[src/hw/rtl/c3r_pkg.sv]
// shared types and constants of the 3x3 reflect-border convolution
// used by c3r_linebuf, c3r_tap_cell, conv3x3_reflect_clamp and c3r_checker
package c3r_pkg;

	localparam int PIX_W   = 8;
	localparam int COEF_W  = 16;
	localparam int KSIZE   = 3;
	localparam int PROD_W  = PIX_W + 1 + COEF_W;
	localparam int SUM_W   = PROD_W + 4;
	localparam int PIX_MAX = 255;

	// register file layout
	localparam int WREG_W = 13;
	localparam int HREG_W = 16;
	localparam int KREG_W = 48;
	localparam int ADDR_W = 6;
	localparam int DATA_W = 64;

	typedef logic [2:0] reg_idx_t;

	localparam reg_idx_t REG_WIDTH  = 3'd0;
	localparam reg_idx_t REG_HEIGHT = 3'd1;
	localparam reg_idx_t REG_KTOP   = 3'd2;
	localparam reg_idx_t REG_KMID   = 3'd3;
	localparam reg_idx_t REG_KBOT   = 3'd4;

	localparam logic [WREG_W-1:0] WIDTH_RST  = 13'd512;
	localparam logic [HREG_W-1:0] HEIGHT_RST = 16'd512;
	localparam logic [KREG_W-1:0] KMID_RST   = 48'h0000_0100_0000;

	typedef logic [PIX_W-1:0] pix_t;

	// one window column, index is the kernel row
	typedef pix_t [KSIZE-1:0] col_t;

	// one result travelling down the tap chain
	typedef struct packed {
		logic                  valid;
		logic                  lor;
		logic                  eof;
		col_t [KSIZE-1:0]      cols;
		logic [SUM_W-1:0]      sum;
	} tap_t;

endpackage

[src/hw/rtl/c3r_tap_cell.sv]
// one kernel column of the multiply-accumulate chain
// depends on c3r_pkg
module c3r_tap_cell (
	input  logic                                          clk,
	input  logic                                          arst_n,
	input  logic                                          en,
	input  logic [c3r_pkg::KSIZE-1:0][c3r_pkg::COEF_W-1:0] coef,
	input  c3r_pkg::tap_t                                 tap_in,
	output c3r_pkg::tap_t                                 tap_out
);

	logic                                           valid_s1;
	logic                                           valid_s2;
	c3r_pkg::tap_t                                  pass_s1;
	c3r_pkg::tap_t                                  pass_s2;
	c3r_pkg::tap_t                                  shifted;
	c3r_pkg::tap_t                                  summed;
	logic [c3r_pkg::KSIZE-1:0][c3r_pkg::PROD_W-1:0] prod_s1;
	logic signed [c3r_pkg::SUM_W-1:0]               acc;

	// hand the remaining columns on, next cell sees its own at index 0
	always_comb begin
		shifted = tap_in;
		for (int k = 0; k < c3r_pkg::KSIZE - 1; k++) begin
			shifted.cols[k] = tap_in.cols[k+1];
		end
		shifted.cols[c3r_pkg::KSIZE-1] = '0;
	end

	always_comb begin
		acc = $signed(pass_s1.sum);
		for (int i = 0; i < c3r_pkg::KSIZE; i++) begin
			acc = acc + c3r_pkg::SUM_W'($signed(prod_s1[i]));
		end
		summed     = pass_s1;
		summed.sum = acc;
	end

	always_ff @(posedge clk or negedge arst_n) begin
		if (!arst_n) begin
			valid_s1 <= 1'b0;
			valid_s2 <= 1'b0;
		end else if (en) begin
			valid_s1 <= tap_in.valid;
			valid_s2 <= valid_s1;
		end
	end

	always_ff @(posedge clk) begin
		if (en) begin
			pass_s1 <= shifted;
			for (int i = 0; i < c3r_pkg::KSIZE; i++) begin
				prod_s1[i] <= c3r_pkg::PROD_W'($signed({1'b0, tap_in.cols[0][i]}))
					* c3r_pkg::PROD_W'($signed(coef[i]));
			end
			pass_s2 <= summed;
		end
	end

	always_comb begin
		tap_out       = pass_s2;
		tap_out.valid = valid_s2;
	end

endmodule

[config.mk]
export PLATFORM = sky130hd
export DESIGN_NAME = c3r_tap_cell
export DESIGN_NICKNAME = d
export VERILOG_FILES = /design/src/hw/rtl/c3r_pkg.sv /design/src/hw/rtl/c3r_tap_cell.sv
export SDC_FILE = /design/constraint.sdc
export NUM_CORES = 1
export LEC_CHECK = 0
export ABC_CLOCK_PERIOD_IN_PS = 7100
export BUFFER_PORTS_ARGS = -buffer_cell sky130_fd_sc_hd__buf_2
export CORE_MARGIN = 10
export CORE_UTILIZATION = 58
export DETAILED_ROUTE_END_ITERATION = 8
export GPL_TIMING_DRIVEN = 1
export PLACE_DENSITY_LB_ADDON = 0.15
export SLEW_MARGIN = 40
export SYNTH_ARGS = -nofsm -noshare
export SYNTH_HDL_FRONTEND = slang
export SYNTH_SLANG_ARGS = --single-unit
[constraint.sdc]
create_clock -name clk -period 7.1 [get_ports clk]
set_clock_uncertainty 0.15 [all_clocks]
set_input_delay 1.065 -clock clk [delete_from_list [all_inputs] [get_ports clk]]
set_output_delay 1.065 -clock clk [all_outputs]
set_load 0.02 [all_outputs]
# ---- Word-level counts from Yosys, hierarchy flattened
# Index checks and enable logic that the tools add are counted.
dict set report totals {
  out_inout_bits 104
  inputBits 155
  regBits 235
}
dict set report classes {
  multipliers 3
  addsub 3
}
# operator n
set ops {}
lappend ops {{adder 29 x 25 -> 29 bit} 3}
lappend ops {{multiplier 9 x 16 -> 25 bit} 3}

# ---- Depth between registers and ports, before layout
dict set report logic_depth {
  word_depth 3
  depth_mapped 19
  depth_no_buf 18
}

# ---- Worst setup path after synthesis
# Ideal clock, no wire load.
dict set report synth_path {
  path_type {input port to flip-flop}
  start {input tap_in[37] in the netlist's numbering}
  end {register prod_s1[48] in the netlist's numbering (data pin)}
  arrival_ps 5284
  t_required_ps 6692
  path_slack_ps 1408
  setup_ps 258
  path_stages 17
  n_path_buf 1
  cell_sequence {clkbuf_1 nand2_1 fa_1 inv_1 fa_1 fa_1 inv_1 fa_1 inv_1 ha_1 a21o_1 a2111oi_2 a211oi_1 o31a_1 o211a_1 nor2_1 xnor2_1}
}
dict set report synth_between {
  elab_chain_cells 1
}
# element line
set synth_rtl {}
lappend synth_rtl {{from (decl)} c3r_tap_cell.sv:8} ;# input c3r_pkg::tap_t tap_in,
lappend synth_rtl {{multiplier 9 x 16 -> 25 bit} c3r_tap_cell.sv:54} ;# * c3r_pkg::PROD_W'($signed(coef[i]));
lappend synth_rtl {{to (signal, indexed assignment)} c3r_tap_cell.sv:53} ;# prod_s1[i] <= c3r_pkg::PROD_W'($signed({1'b0, tap_in.cols[0][i]}))
lappend synth_rtl {{to (decl)} c3r_tap_cell.sv:18} ;# logic [c3r_pkg::KSIZE-1:0][c3r_pkg::PROD_W-1:0] prod_s1;
# Every way passes these cells.
# A chain may end at the register's enable or synchronous reset.

# ---- Final worst setup path
dict set report layout_path {
  start {input tap_in[29] in the netlist's numbering}
  end {register prod_s1[24] in the netlist's numbering (data pin)}
}
# The elaborated chain is that of the path after synthesis.

==> flow_summary.ini <==
[floorplanning]
die_area_sq_um = 49200
die_w_microns = 222
design.core.area_sq_um = 40000
start_util_pct = 59.1
io_pins = 259
rows = 73
die_h_microns = 222

[sta]
max_clock_freq_ghz = 0.180
final_hold_viol_count = 0
rsz0062_at_grt = false
setup_tns_ns = 0
min_period_ns = 5.54
setup_viol_count_final = 0
worst_slew_pin_slew_ns = 0.668
relSlewSlack_pct = 55.5
slew_viol_final = 0
final.period_utilization_pct = 78.1

[cts]
clockBufferDepth = 3
clkLatencyLatePin_ns = 0.56
cts_made_buffers = 25
cts_tree = built
cts_hold_buf = 0
cts_sinks = 235
root_buffer = clkbuf_16
cts-resized-gates = 0
cts_max_level = 1
clk_pin_slew_worst_paths_ns = 0.06
post_cts_buffers = 0

[layout]
fin_area_sq_um = 26200
layout_commonest_cell = inv_1
nets = 3061
area_growth_pct = 10.9
antenna_cells = 0
drive_gt1_share_pct = 12.9
final_cell_mix = inv_1 (460), fa_1 (362), buf_2 (233), edfxtp_1 (233), nand2_1 (209)

[logic_synthesis]
avgSynthCellArea_sq_um = 11.1
yosysSeqAreaShare_pct = 29.8
synth_edf_count = 233
synthCells = 2136
ys_warn_count = 0
syn_area_sq_um = 23600
async_reset_ff_share_pct = 0.851
ys_ff_latch = 235
synth_ff_type = edfxtp_1
synth_cell_type_count = 68

[worst_setup_path]
crit_arrival_ns = 5.68
end_kind = flip-flop
cp.required_ns = 7.24
cpPeakStageDelay_ns = 0.65
crit_family = adder cells
worstPathMaxFanout = 16
setup.worst_path.class = in -> reg
crit_path_cell_trace = buf_2 -> nand2_1 -> fa_1 -> fa_1 -> inv_1 -> fa_1 -> inv_1 -> fa_1 -> inv_1 -> ha_1 -> a21o_1 -> a21o_1 -> nor3b_1 -> o211ai_1 -> a31oi_1 -> o21ai_0 -> xnor2_1
path_common_cell = fa_1
path_buf_inv = 4
cp_slowest_cell = fa_1
cp-start-kind = input pin

[power_and_ir_drop]
peakVddDrop_mv = 0.416
seq_power_share_pct = 19.4
intPower_uw = 7570
power.density_nw_per_um2 = 535
p_comb_share_pct = 70.3
swShare_pct = 46.1
p_clk_share_pct = 10.3
power_switching_uw = 6460
power_leakage_uw = 0.0127

[placed_design]
place_area_sq_um = 25300
dp_hpwl_mm = 42.8
place.gp.congestion = 0.881
port_buffers = 234

[detailed_routing]
via_count = 15400
drc = 0
routedWlPerCell_microns = 17.6
avgViaCountPerCell = 5.30
firstDrtPassIters = 5
wl_mm = 51.3
drt-initial-drc-count = 859
antenna_left = 0

[run]
drv_cap = 0

[global_route]
grt_use_total_pct = 21.3
grt_max_degree = 85
grt_antenna_before_repair = 1
grt_pass1_vias = 16500
grt_pass1_wl_mm = 85.3
grt_overflow_total = 0

[status]
status = completed

[worst_hold_path]
min-delay-path-class = in -> async
layout make-up:
| class | instances | area (sq um) |
|---|---|---|
| Multi-Input combinational cell | 1407 | 14600 |
| Fill cell | 3183 | 13800 |
| Clock inverter | 21 | 294 |
| Inverter | 460 | 1730 |
| Timing Repair Buffer | 237 | 1230 |
| Clock buffer | 25 | 626 |
| Sequential cell | 235 | 7050 |
| Tap cell | 525 | 657 |
worst paths after layout:
kind / depth (start not counted) / to / from / slack (ns)
setup / recovery: 17 / prod_s1[24]$_DFFE_PP_ / tap_in[29] / 1.56
hold / removal: 1 / valid_s1$_DFFE_PN0P_ / arst_n / 0.13
setup reg to reg: 10 / tap_out[28]$_DFFE_PP_ / pass_s1[11]$_DFFE_PP_ / 3.01
hold reg to reg: 0 / tap_out[36]$_DFFE_PP_ / pass_s1[36]$_DFFE_PP_ / 0.27
max in group asynchronous: 1 / valid_s2$_DFFE_PN0P_ / arst_n / 6.57
min in group clk: 0 / tap_out[36]$_DFFE_PP_ / pass_s1[36]$_DFFE_PP_ / 0.27
routing by layer:
layer	routed length, microns	global-route usage, %
met1	21600	27.4
met2	25900	36.8
met3	2560	3.32
met4	1330	5.40
met5	10	0
cell families (layout without fill, tap and decap cells):
| logic type | Yosys count | in the layout | share of synthesized area [%] |
|---|---|---|---|
| mux | 5 | 5 | 0.222 |
| buf+inv | 517 | 743 | 8.62 |
| fa+ha+maj | 540 | 540 | 40.1 |
| simple gates | 522 | 522 | 11.1 |
| xor+xnor | 94 | 94 | 3.48 |
| flops | 235 | 235 | 29.8 |
| compound gates | 222 | 222 | 6.71 |
| other cells | 1 | 24 | 0.0159 |
cells in the mapped netlist, types with 3 or more instances:
master,n,area (sq um)
o21ai_2,4,35.0
o31a_1,4,35.0
o211ai_1,7,52.6
a311oi_1,3,26.3
nand2_1,209,785
ha_1,178,2230
o21ai_1,4,20.0
edfxtp_1,233,7000
o21ai_0,24,120
buf_4,25,188
a211oi_1,7,52.6
nand4_1,9,56.3
and3_1,7,43.8
o21bai_1,12,90.1
nand2b_1,8,50.1
o21a_1,9,67.6
nor3_1,12,60.1
a21o_1,36,270
a21oi_2,4,35.0
a31oi_1,7,43.8
and2_1,208,1300
fa_1,362,7250
clkbuf_1,30,113
inv_1,460,1730
xor2_1,31,272
xnor2_1,63,552
nand3_1,16,80.1
a21oi_1,62,310
a211o_1,4,35.0
a21boi_1,4,30.0
nor2_1,38,143
nor2b_1,6,37.5
mux2i_1,3,30.0
power by group through the flow:
stage	Combinational (uW)	Sequential, uW	Clock, uW
after floorplan	7530	2780	0
after global placement	9570	2760	0
after detailed placement	9840	2770	0
after CTS	9920	2740	1470
after global routing	11200	2770	1540
final	9860	2730	1440
metrics by stage:
| step | setup WS, ns | power, uW | hold WS (ns) | std cells | utilization (%) |
|---|---|---|---|---|---|
| floorplan | 1.41 | 10300 | 0.250 | 2159 | - |
| global placement | 1.23 | 12300 | 0.250 | 2863 | 63.2 |
| detailed placement | 1.03 | 12600 | 0.255 | 2864 | 63.2 |
| CTS | 1.58 | 14100 | 0.106 | 2910 | 65.5 |
| global route | 1.30 | 15500 | 0.116 | 2910 | 65.5 |
| finish | 1.56 | 14000 | 0.132 | 2910 | 65.5 |
worst register-to-register path: cells and delay by family, from the launching register on:
family | cells | cell delay [ns]
compound gates | 5 | 1.43
flops | 1 | 0.45
fa+ha+maj | 3 | 1.48
mux | 1 | 0.15
simple gates | 1 | 0.16
registers in the layout, indices dropped and copies added, names as in the netlist:
| register | cells |
|---|---|
| pass_s1 | 79 |
| tap_out | 79 |
| prod_s1 | 75 |
| valid_s1 | 1 |
| valid_s2 | 1 |
(Power assumes the default switching activity.)
